--- config.mk ---
export PLATFORM = sky130hd
export DESIGN_NAME = vertical_byte_delta_decoder_core
export DESIGN_NICKNAME = d
export VERILOG_FILES = /design/src/design/vbdd_pkg.sv /design/src/design/vbdd_cfg.sv /design/src/design/vbdd_parse.sv /design/src/design/vertical_byte_delta_decoder_core.sv
export SDC_FILE = /design/constraint.sdc
export NUM_CORES = 1
export LEC_CHECK = 0
export BUFFER_PORTS_ARGS = -buffer_cell sky130_fd_sc_hd__buf_2
export CAP_MARGIN = 40
export CELL_PAD_IN_SITES_DETAIL_PLACEMENT = 2
export CELL_PAD_IN_SITES_GLOBAL_PLACEMENT = 2
export CORE_MARGIN = 5
export CORE_UTILIZATION = 43
export CTS_CLUSTER_DIAMETER = 40
export DETAILED_ROUTE_END_ITERATION = 10
export PLACE_DENSITY = 0.87
export REMOVE_ABC_BUFFERS = 1
export SYNTH_ARGS = -nofsm -noshare
export SYNTH_HDL_FRONTEND = slang
export SYNTH_SLANG_ARGS = --single-unit
--- constraint.sdc ---
create_clock -name clk -period 13.2 [get_ports clk]
set_input_delay 2.64 -clock clk [delete_from_list [all_inputs] [get_ports clk]]
set_output_delay 2.64 -clock clk [all_outputs]
set_load 0.02 [all_outputs]
--- src/design/vbdd_pkg.sv ---
// ----------------------------------------------------------------------------
// vbdd_pkg: shared types and constants of the vertical byte delta decoder
// Holds the parser phase encoding, register map and the structs that pass
// configuration and write commands between the modules.
// ----------------------------------------------------------------------------
`default_nettype none

package vbdd_pkg;

	// Widths fixed by the stream format.
	localparam int unsigned BYTE_W    = 8;
	localparam int unsigned STRIDE_W  = 16;
	localparam int unsigned COL_W     = 16;
	localparam int unsigned LIT_W     = 7;
	localparam int unsigned OUT_OFF_W = 24;
	// Product of the row stride and one byte of rows.
	localparam int unsigned PROD_W    = STRIDE_W + BYTE_W;

	// Configuration port.
	localparam int unsigned APB_ADDR_W = 4;
	localparam int unsigned APB_DATA_W = 32;
	localparam logic [1:0]  REG_ROW_STRIDE   = 2'd0;
	localparam logic [1:0]  REG_COLUMN_COUNT = 2'd1;
	localparam logic [1:0]  REG_XOR_MODE     = 2'd2;

	localparam logic [STRIDE_W-1:0] RST_ROW_STRIDE   = 16'd40;
	localparam logic [COL_W-1:0]    RST_COLUMN_COUNT = 16'd40;
	localparam logic                RST_XOR_MODE     = 1'b1;

	// Op byte layout: the top bit marks a literal op, the rest is its length.
	localparam int unsigned OP_LITERAL_BIT = 7;

	typedef enum logic [2:0] {
		PH_OPCOUNT  = 3'd0,
		PH_OP       = 3'd1,
		PH_LITERAL  = 3'd2,
		PH_RUNCOUNT = 3'd3,
		PH_RUNVALUE = 3'd4
	} phase_t;

	typedef struct packed {
		logic [STRIDE_W-1:0] row_stride;
		logic [COL_W-1:0]    column_count;
		logic                xor_mode;
	} cfg_t;

	typedef struct packed {
		logic                 valid;
		logic [OUT_OFF_W-1:0] write_offset;
		logic [BYTE_W-1:0]    write_value;
		logic [BYTE_W-1:0]    repeat_count;
		logic                 write_xor;
		logic                 end_of_frame;
	} res_t;

endpackage

`default_nettype wire

--- src/design/vbdd_cfg.sv ---
// ----------------------------------------------------------------------------
// vbdd_cfg: configuration registers
// Holds row stride, column count and XOR mode behind an APB-style port.
// ----------------------------------------------------------------------------
`default_nettype none

module vbdd_cfg
	import vbdd_pkg::*;
(
	input  wire logic                  clk,
	input  wire logic                  arst_n,
	input  wire logic                  psel,
	input  wire logic                  penable,
	input  wire logic                  pwrite,
	input  wire logic [APB_ADDR_W-1:0] paddr,
	input  wire logic [APB_DATA_W-1:0] pwdata,
	output      logic [APB_DATA_W-1:0] prdata,
	output      logic                  pready,
	output      cfg_t                  cfg
);

	cfg_t       cfg_q;
	logic       wr_en;
	logic [1:0] reg_idx;

	assign pready  = 1'b1;
	assign reg_idx = paddr[3:2];
	// Addresses are word aligned; an address beyond the map writes nothing.
	assign wr_en   = psel && penable && pwrite && (paddr[1:0] == 2'b00);

	always_ff @(posedge clk or negedge arst_n) begin
		if (!arst_n) begin
			cfg_q.row_stride   <= RST_ROW_STRIDE;
			cfg_q.column_count <= RST_COLUMN_COUNT;
			cfg_q.xor_mode     <= RST_XOR_MODE;
		end else if (wr_en) begin
			unique case (reg_idx)
				REG_ROW_STRIDE:   cfg_q.row_stride   <= pwdata[STRIDE_W-1:0];
				REG_COLUMN_COUNT: cfg_q.column_count <= pwdata[COL_W-1:0];
				REG_XOR_MODE:     cfg_q.xor_mode     <= pwdata[0];
				default: ;
			endcase
		end
	end

	always_comb begin
		prdata = '0;
		if (paddr[1:0] == 2'b00) begin
			unique case (reg_idx)
				REG_ROW_STRIDE:   prdata = APB_DATA_W'(cfg_q.row_stride);
				REG_COLUMN_COUNT: prdata = APB_DATA_W'(cfg_q.column_count);
				REG_XOR_MODE:     prdata = APB_DATA_W'(cfg_q.xor_mode);
				default:          prdata = '0;
			endcase
		end
	end

	assign cfg = cfg_q;

endmodule

`default_nettype wire

--- src/design/vbdd_parse.sv ---
// ----------------------------------------------------------------------------
// vbdd_parse: delta stream parser
// Holds the parse state and turns one registered delta byte per step into
// at most one write command.
// ----------------------------------------------------------------------------
`default_nettype none

module vbdd_parse
	import vbdd_pkg::*;
#(
	parameter int unsigned OFFSET_BITS = 24
) (
	input  wire logic              clk,
	input  wire logic              arst_n,
	input  wire logic              step,
	input  wire logic [BYTE_W-1:0] delta,
	input  wire logic [PROD_W-1:0] prod,
	input  wire cfg_t              cfg,
	output      res_t              res
);

	phase_t                 phase_q, phase_n;
	logic [COL_W-1:0]       col_q, col_n;
	logic [BYTE_W-1:0]      ops_q, ops_n;
	logic [LIT_W-1:0]       lit_q, lit_n;
	logic [BYTE_W-1:0]      pend_cnt_q, pend_cnt_n;
	logic [PROD_W-1:0]      run_prod;
	logic [OFFSET_BITS-1:0] offset_q, offset_n;
	logic [OFFSET_BITS-1:0] mark_off;
	logic [OFFSET_BITS-1:0] prod_o;
	logic [OFFSET_BITS-1:0] stride_o;
	logic                   wr;
	logic [BYTE_W-1:0]      wr_cnt;
	logic                   done;
	logic                   last_col;
	logic                   eof;

	assign prod_o   = OFFSET_BITS'(prod);
	assign stride_o = OFFSET_BITS'(cfg.row_stride);
	// The run step uses the stride in force when the run value arrives.
	assign run_prod = PROD_W'(cfg.row_stride) * PROD_W'(pend_cnt_q);
	// A column count of zero behaves as one column.
	assign last_col = ({1'b0, col_q} + 17'd1) >= {1'b0, cfg.column_count};

	always_comb begin
		phase_n     = phase_q;
		col_n       = col_q;
		ops_n       = ops_q;
		lit_n       = lit_q;
		pend_cnt_n  = pend_cnt_q;
		offset_n    = offset_q;
		wr          = 1'b0;
		wr_cnt      = '0;
		done        = 1'b0;
		eof         = 1'b0;

		unique case (phase_q)
			PH_OPCOUNT: begin
				ops_n = delta;
				done  = 1'b1;
			end
			PH_OP: begin
				ops_n = ops_q - 8'd1;
				if (delta == '0) begin
					phase_n = PH_RUNCOUNT;
				end else if (!delta[OP_LITERAL_BIT]) begin
					offset_n = offset_q + prod_o;
					done     = 1'b1;
				end else begin
					lit_n = delta[LIT_W-1:0];
					if (lit_n == '0) begin
						done = 1'b1;
					end else begin
						phase_n = PH_LITERAL;
					end
				end
			end
			PH_LITERAL: begin
				wr       = 1'b1;
				wr_cnt   = 8'd1;
				offset_n = offset_q + stride_o;
				lit_n    = lit_q - 7'd1;
				done     = (lit_n == '0);
			end
			PH_RUNCOUNT: begin
				pend_cnt_n  = delta;
				phase_n     = PH_RUNVALUE;
			end
			default: begin
				if (pend_cnt_q != '0) begin
					wr       = 1'b1;
					wr_cnt   = pend_cnt_q;
					offset_n = offset_q + OFFSET_BITS'(run_prod);
				end
				done = 1'b1;
			end
		endcase

		// A marker reports the offset reached before the frame wraps round.
		mark_off = offset_n;

		if (done) begin
			if (ops_n != '0) begin
				phase_n = PH_OP;
			end else begin
				phase_n = PH_OPCOUNT;
				if (last_col) begin
					col_n    = '0;
					offset_n = '0;
					eof      = 1'b1;
				end else begin
					col_n    = col_q + 16'd1;
					offset_n = OFFSET_BITS'(col_n);
				end
			end
		end

		res.valid        = wr || eof;
		res.write_offset = wr ? OUT_OFF_W'(offset_q) : OUT_OFF_W'(mark_off);
		res.write_value  = wr ? delta : '0;
		res.repeat_count = wr_cnt;
		res.write_xor    = cfg.xor_mode;
		res.end_of_frame = eof;
	end

	always_ff @(posedge clk or negedge arst_n) begin
		if (!arst_n) begin
			phase_q     <= PH_OPCOUNT;
			col_q       <= '0;
			ops_q       <= '0;
			lit_q       <= '0;
			pend_cnt_q  <= '0;
			offset_q    <= '0;
		end else if (step) begin
			phase_q     <= phase_n;
			col_q       <= col_n;
			ops_q       <= ops_n;
			lit_q       <= lit_n;
			pend_cnt_q  <= pend_cnt_n;
			offset_q    <= offset_n;
		end
	end

endmodule

`default_nettype wire

--- src/design/vertical_byte_delta_decoder_core.sv ---
// ----------------------------------------------------------------------------
// vertical_byte_delta_decoder_core: vertical byte-run delta decoder
// Parses a column-ordered delta stream for one bitplane into write commands.
// ----------------------------------------------------------------------------
// The decoder takes one delta byte per clock cycle on the slave stream while
// the master side keeps taking results, and produces at most one write command
// per byte on the master stream. Each byte passes through the input register,
// where the row stride is multiplied by the byte, and then the result register,
// behind the offset adder in the parser (for a run value the parser also
// multiplies the row stride by the stored run count). Sustained throughput
// is one word per cycle as long as the master side keeps taking results;
// when it stalls, the input register holds one byte and the slave side
// stalls in turn. Each command asks for repeat_count writes of write_value
// starting at write_offset and stepping by the row stride, either replacing
// the plane byte or XORing into it as the write_xor flag says. The command
// that completes the last column carries tlast; if that byte writes nothing,
// the command is a marker with a repeat count of zero. Configuration
// registers should only be written while no words are in flight.
// ----------------------------------------------------------------------------
`default_nettype none

module vertical_byte_delta_decoder_core
	import vbdd_pkg::*;
#(
	parameter int unsigned OFFSET_BITS = 24
) (
	input  wire logic                  clk,
	input  wire logic                  arst_n,
	// Configuration port.
	input  wire logic                  psel,
	input  wire logic                  penable,
	input  wire logic                  pwrite,
	input  wire logic [APB_ADDR_W-1:0] paddr,
	input  wire logic [APB_DATA_W-1:0] pwdata,
	output      logic [APB_DATA_W-1:0] prdata,
	output      logic                  pready,
	// Delta byte stream.
	input  wire logic                  s_tvalid,
	output      logic                  s_tready,
	input  wire logic [7:0]            s_tdata,   // [7:0] delta_byte
	// Write command stream.
	output      logic                  m_tvalid,
	input  wire logic                  m_tready,
	output      logic [39:0]           m_tdata,   // [23:0] write_offset,
	                                              // [31:24] write_value,
	                                              // [39:32] repeat_count
	output      logic                  m_tlast,   // end_of_frame
	output      logic                  m_tuser    // [0] write_xor
);

	cfg_t              cfg;
	res_t              res;
	logic              valid_s1;
	logic [BYTE_W-1:0] byte_s1;
	logic [PROD_W-1:0] prod_s1;
	logic              out_free;
	logic              s1_fire;
	logic              s_fire;
	logic              out_valid_q;
	res_t              out_q;

	vbdd_cfg u_cfg (
		.clk     (clk),
		.arst_n  (arst_n),
		.psel    (psel),
		.penable (penable),
		.pwrite  (pwrite),
		.paddr   (paddr),
		.pwdata  (pwdata),
		.prdata  (prdata),
		.pready  (pready),
		.cfg     (cfg)
	);

	// The result register is free when it is empty or being emptied now.
	assign out_free = !out_valid_q || m_tready;
	// The byte in the input register is parsed once the result side can
	// take whatever it produces.
	assign s1_fire  = valid_s1 && out_free;
	assign s_tready = !valid_s1 || out_free;
	assign s_fire   = s_tvalid && s_tready;

	// Input register. The stride product is formed here so that the parser
	// only has to add it to the running offset.
	always_ff @(posedge clk or negedge arst_n) begin
		if (!arst_n) begin
			valid_s1 <= 1'b0;
		end else if (s_fire) begin
			valid_s1 <= 1'b1;
		end else if (s1_fire) begin
			valid_s1 <= 1'b0;
		end
	end

	always_ff @(posedge clk) begin
		if (s_fire) begin
			byte_s1 <= s_tdata;
			prod_s1 <= PROD_W'(cfg.row_stride) * PROD_W'(s_tdata);
		end
	end

	vbdd_parse #(
		.OFFSET_BITS (OFFSET_BITS)
	) u_parse (
		.clk    (clk),
		.arst_n (arst_n),
		.step   (s1_fire),
		.delta  (byte_s1),
		.prod   (prod_s1),
		.cfg    (cfg),
		.res    (res)
	);

	// Result register.
	always_ff @(posedge clk or negedge arst_n) begin
		if (!arst_n) begin
			out_valid_q <= 1'b0;
		end else if (s1_fire) begin
			out_valid_q <= res.valid;
		end else if (m_tready) begin
			out_valid_q <= 1'b0;
		end
	end

	always_ff @(posedge clk) begin
		if (s1_fire && res.valid) begin
			out_q <= res;
		end
	end

	assign m_tvalid = out_valid_q;
	assign m_tdata  = {out_q.repeat_count, out_q.write_value, out_q.write_offset};
	assign m_tlast  = out_q.end_of_frame;
	assign m_tuser  = out_q.write_xor;

endmodule

`default_nettype wire

# Word-level counts from Yosys, hierarchy flattened
# Cells that the tools add are included.
classes:
  bitwise: 1
  mux: 36
  n_eq_ne: 9
  add_sub_neg: 7
  n_mul: 2
  reduce_logical: 32
  n_lt_le_gt_ge: 1
op_table:
  columns: ["cell", "count"]
  rows:
  - ["24-bit two-way mux", 6]
  - ["24-bit one-hot mux with 3 select lines", 1]
  - ["24-bit adder", 2]
  - ["16-bit by 8-bit multiplier with 24-bit output", 2]
  - ["16-bit one-hot mux with 3 select lines", 1]
  - ["16-bit two-way mux", 2]
  - ["32-bit two-way mux", 1]
  - ["8-bit one-hot mux with 2 select lines", 2]
  - ["24-bit by 16-bit adder with 24-bit output", 1]
  - ["16-bit by 1-bit adder with 17-bit output, second input constant", 1]
  - ["17-bit by 16-bit greater-or-equal comparator with 1-bit output", 1]
  - ["16-bit by 1-bit adder with 16-bit output, second input constant", 1]
  - ["8-bit nonzero test", 2]
  - ["7-bit zero test", 2]
  - ["7-bit two-way mux", 2]
  - ["7-bit one-hot mux with 2 select lines", 1]
  - ["1-bit two-way mux", 12]
  - ["3-bit two-way mux", 4]
  - ["8-bit zero test", 1]
  - ["8-bit two-way mux", 1]
  - ["4-bit by 2-bit != test with 1-bit output, second input constant", 2]
  - ["2-bit AND reduction", 4]
  - ["4-bit AND reduction", 2]
  - ["8-bit by 1-bit subtractor with 8-bit output, second input constant", 1]
  - ["other kinds (20)", 33]
totals:
  input_bits: 51
  reg_bits: 175
  output_inout_bits: 77
  elab_cells: 106

# Logic depth before layout (Yosys ltp)
depth:
  word_depth: 8
  mapped_depth: 21
  ltp_nobuf: 20

# Modules after synthesis
# From an unflattened synthesis, not the netlist that was laid out.
unflattened:
  cells_unflattened: 2298
  area_unflattened_um2: 20528.4
modules_own_cells:
  columns: ["mod", "seq_area_each_um2", "cells_each", "instances", "area_each_um2"]
  rows:
  - ["vbdd_parse", 1651.6, 1586, 1, 12286.8]
  - ["vertical_byte_delta_decoder_core", 2272.2, 578, 1, 6515.0]
  - ["vbdd_cfg", 832.0, 134, 1, 1726.7]

# Least setup slack after synthesis
# Ideal clock, no wire load.
synth_path:
  path_kind: "input to register"
  from: "input s_tdata[2]"
  to: "register prod_s1[22], data pin"
  t_required_ns: 12.942
  path_slack_ns: 6.168
  path_buffers: 1
  stages: 18
  t_arrival_ns: 6.775
  setup_time_ns: 0.258
  path_cell_list: "clkbuf_1 > and2_1 > fa_1 > inv_1 > fa_1 > fa_1 > fa_1 > inv_1 > ha_1 > a21o_1 > a21o_1 > a21o_1 > a21oi_1 > o31ai_1 > a2111oi_0 > o21bai_1 > a21oi_1 > xnor2_1"
synth_between:
  elab_chain_len: 1
synth_rtl:
  columns: ["item", "line", "text"]
  rows:
  - ["start: declaration", "vertical_byte_delta_decoder_core.sv:40", "input wire logic [7:0] s_tdata,"]
  - ["16-bit by 8-bit multiplier with 24-bit output", "vertical_byte_delta_decoder_core.sv:98", "prod_s1 <= PROD_W'(cfg.row_stride) * PROD_W'(s_tdata);"]
  - ["end signal: assignment", "vertical_byte_delta_decoder_core.sv:98", null]
  - ["end: declaration", "vertical_byte_delta_decoder_core.sv:55", "logic [PROD_W-1:0] prod_s1;"]
# Every way passes these cells.
# A chain may end at the register's enable or synchronous reset.

# Worst setup path after layout
layout_path:
  from: "input s_tdata[2]"
  to: "register prod_s1[23], data pin"
# Same word-level chain as after synthesis.

==> results_dict.tcl <==
set metrics [dict create \
    crit_start "s_tdata[2]" \
    crit_family "adder cells" \
    r2r_start "u_parse.pend_cnt_q[1]" \
    htree_levels 4 \
    highest_layer "met5" \
    coreArea_mm2 0.0451 \
    grt_first_pass_wirelength_um 115000 \
    min-delay-path-class "reg -> reg" \
    grt_pass1_vias 19600 \
    clock-sinks 175 \
    io_buffers 94 \
    setup-tns-final_ps 0 \
    p_per_area_mw_per_mm2 236 \
    synth_area_mm2 0.0195 \
    ant_nets 0 \
    io_pins 128 \
    crit_cells 17 \
    leakage_nw 9.98 \
    rsz0062_at_grt "false" \
    regArea_mm2 0.00476 \
    crit_path_max_fanout 17 \
    first_iter_violations 1190 \
    cap_viol_max_count 0 \
    fin_skew_ps 15.0 \
    grt_start_max_net_pins 60 \
    drt-met1-wl_um 29100 \
    hold_ws_ps 535 \
    tightest_slew_ps 983 \
    synth_most_common_cell "inv_1" \
    cts_buffers 17 \
    synth_ff_type "dfrtp_1" \
    ir_drop_mv 0.116 \
    period_share 0.570 \
    synth_seq_area_share 0.244 \
    yosysTopAreaCell "fa_1" \
    placementRows 78 \
    cts_resized 0 \
    routed-wl-met2_um 38000 \
    r2r_slack_ps 6510 \
    dp_hpwl_um 56100 \
    postCtsSetupBuffers 0 \
    path_cells "buf_2, and2_1, fa_1, fa_1, inv_1, fa_1, inv_1, fa_1, ha_1, o21a_1, o21ai_0, a31oi_1, a31oi_1, o21ai_0, a311oi_1, a21oi_1, xnor2_1" \
    ys_top_cells_by_area "fa_1 (20%), dfrtp_1 (12%), edfxtp_1 (11%), ha_1 (9.4%), inv_1 (5.6%)" \
    finalSetupViolCount 0 \
    routed_wl_um 74400 \
    synthDominantCellAreaShare 0.197 \
    hold_path.startpoint "u_cfg.cfg[4]" \
    status "finished, final reports clean" \
    ctsHoldBuffers 0 \
    hold_viol 0 \
    async_flop_share 0.577 \
    crit_path_frequent_cell "fa_1" \
    die_y_um 223 \
    path_buf_inv 3 \
    viasPerCell 6.01 \
    antenna_cells 0 \
    multi_input_area_mm2 0.0132 \
    fill_cells 4853 \
    post-place-cells 2795 \
    dieArea_mm2 0.0496 \
    cp_slowest_stage_delay_ps 540 \
    max_freq_mhz 133 \
    ys_warn_count 0 \
    drive_above_1_share 0.0965 \
    worstPathRequired_ps 13420 \
    yosysUniqueCellTypes 82 \
    first_pass_iters 7 \
    whs_path_depth 2 \
    ys_ff_latch 175 \
    clockRootBuffer "clkbuf_16" \
    final_cells 2829 \
    syn_inst 2152 \
    initial_utilization 0.432 \
    die_w_um 223 \
    slew_violations 0 \
    dr_wl_met3_um 3650 \
    criticalPathCategory "in -> reg" \
    clk_pin_slew_ps 80 \
    antenna_found_initial 1 \
    critical_path_arrival_ps 7740 \
    crit_slowest_cell "fa_1" \
    wl_per_cell_um 26.3 \
    avgSynthCellArea_um2 9.05 \
    vias 17000 \
    nets 2605 \
    reg2reg_to "m_tdata[16]" \
    post-route-util 0.470 \
    r2r_cells 18 \
    fin_crit_ps 7520 \
    grt_use_total 0.297 \
    cp-start-kind "primary input" \
    area_growth_pct 8.87 \
    yosys-top-cells-count "inv_1 (288), nand2_1 (263), fa_1 (192), and2_1 (167), ha_1 (146)" \
    post-route-drc-count 0 \
    overflow 0 \
    gp_congestion 0.900 \
    cp-end-kind "flip-flop" \
    min_to "u_cfg.cfg[4]" \
    maxSlewHeadroom 0.345 \
    clkLatencyLatePin_ps 490 \
    tritoncts "built" \
    synth_edf_count 74 \
    cts_buffer_depth 2 \
]
## stage by stage
stage,setup WS [ps],power [W],instance area (um2)
6_report,5680,0.00499,21200
5_1_grt,5450,0.00534,21200
4_1_cts,5700,0.00495,21100
3_5_place_dp,5220,0.00437,20600
3_3_place_gp,5680,0.00405,20500
2_1_floorplan,6340,0.00321,19100
## logic make-up (layout without fill, tap and decap cells)
logic type | Yosys count | count (layout) | synth area share
multiplexers | 57 | 57 | 0.0314
AND/OR/NAND/NOR | 653 | 653 | 0.165
other | 2 | 17 | 0.000386
buffers and inverters | 389 | 451 | 0.0799
XOR/XNOR | 86 | 86 | 0.0387
flip-flops | 175 | 175 | 0.244
AO/OA/AOI/OAI | 452 | 452 | 0.150
adder cells (fa/ha/maj) | 338 | 338 | 0.291
## sequential cells by signal (all words and copies together), names as in the netlist
signal,flops
m_tlast,1
u_parse.pend_cnt_q,8
valid_s1,1
u_parse.lit_q,7
prod_s1,24
m_tvalid,1
u_cfg.cfg,33
u_parse.ops_q,8
byte_s1,8
u_parse.offset_q,24
m_tuser,1
u_parse.col_q,16
m_tdata,40
u_parse.phase_q,3
## cell usage in the layout (no fill, tap or decap), drive strengths merged, types with 11 or more instances in the layout
cell    Yosys  routed
mux2       32      32
nand3      31      31
xor2       27      27
a21oi      96      96
fa        192     192
edfxtp     74      74
xnor2      59      59
or3        12      12
nor3       19      19
o22ai      15      15
o211ai     11      11
mux2i      25      25
and3       15      15
conb        2      17
nor2       90      90
nand2b     13      13
inv       288     291
a31oi      17      17
nand2     263     263
a211oi     19      19
o21bai     12      12
buf        28     130
clkbuf     72      24
o31ai      12      12
o21ai     132     132
dfrtp      96      96
a22oi      11      11
ha        146     146
and2      167     167
a21o       37      37
## cell type report
type | count | share of cell area
Multi-Input combinational cell | 1603 | 0.624
Sequential cell | 175 | 0.224
Inverter | 289 | 0.0512
Timing Repair Buffer | 130 | 0.0398
Tap cell | 600 | 0.0354
Clock buffer | 24 | 0.0229
Clock inverter | 8 | 0.00260
## worst max-delay path by stage
stage,endpoint,slack [ps]
after floorplan,prod_s1[22],6340
after global placement,prod_s1[23],5680
after detailed placement,prod_s1[23],5220
after CTS,prod_s1[23],5700
after global routing,prod_s1[23],5450
final,prod_s1[23],5680
## layer usage
layer / up-vias / global-route usage
met5: - / 0
met4: 2 / 0.139
met3: 203 / 0.0481
met2: 565 / 0.531
met1: 8916 / 0.348
li1: 7330 / -
## power breakdown
group          total, W  leakage, nW  internal [W]  switching [W]
Sequential      0.00107         1.96      0.000785       0.000285
Clock          0.000502        0.265      0.000258       0.000244
Combinational   0.00342         7.75       0.00127        0.00215
## tightest hold or removal path, stage by stage (launching register included)
cell and delay (ps):
dfstp_2 380, inv_1 70, o21ai_0 90
(Power assumes the default switching activity.)
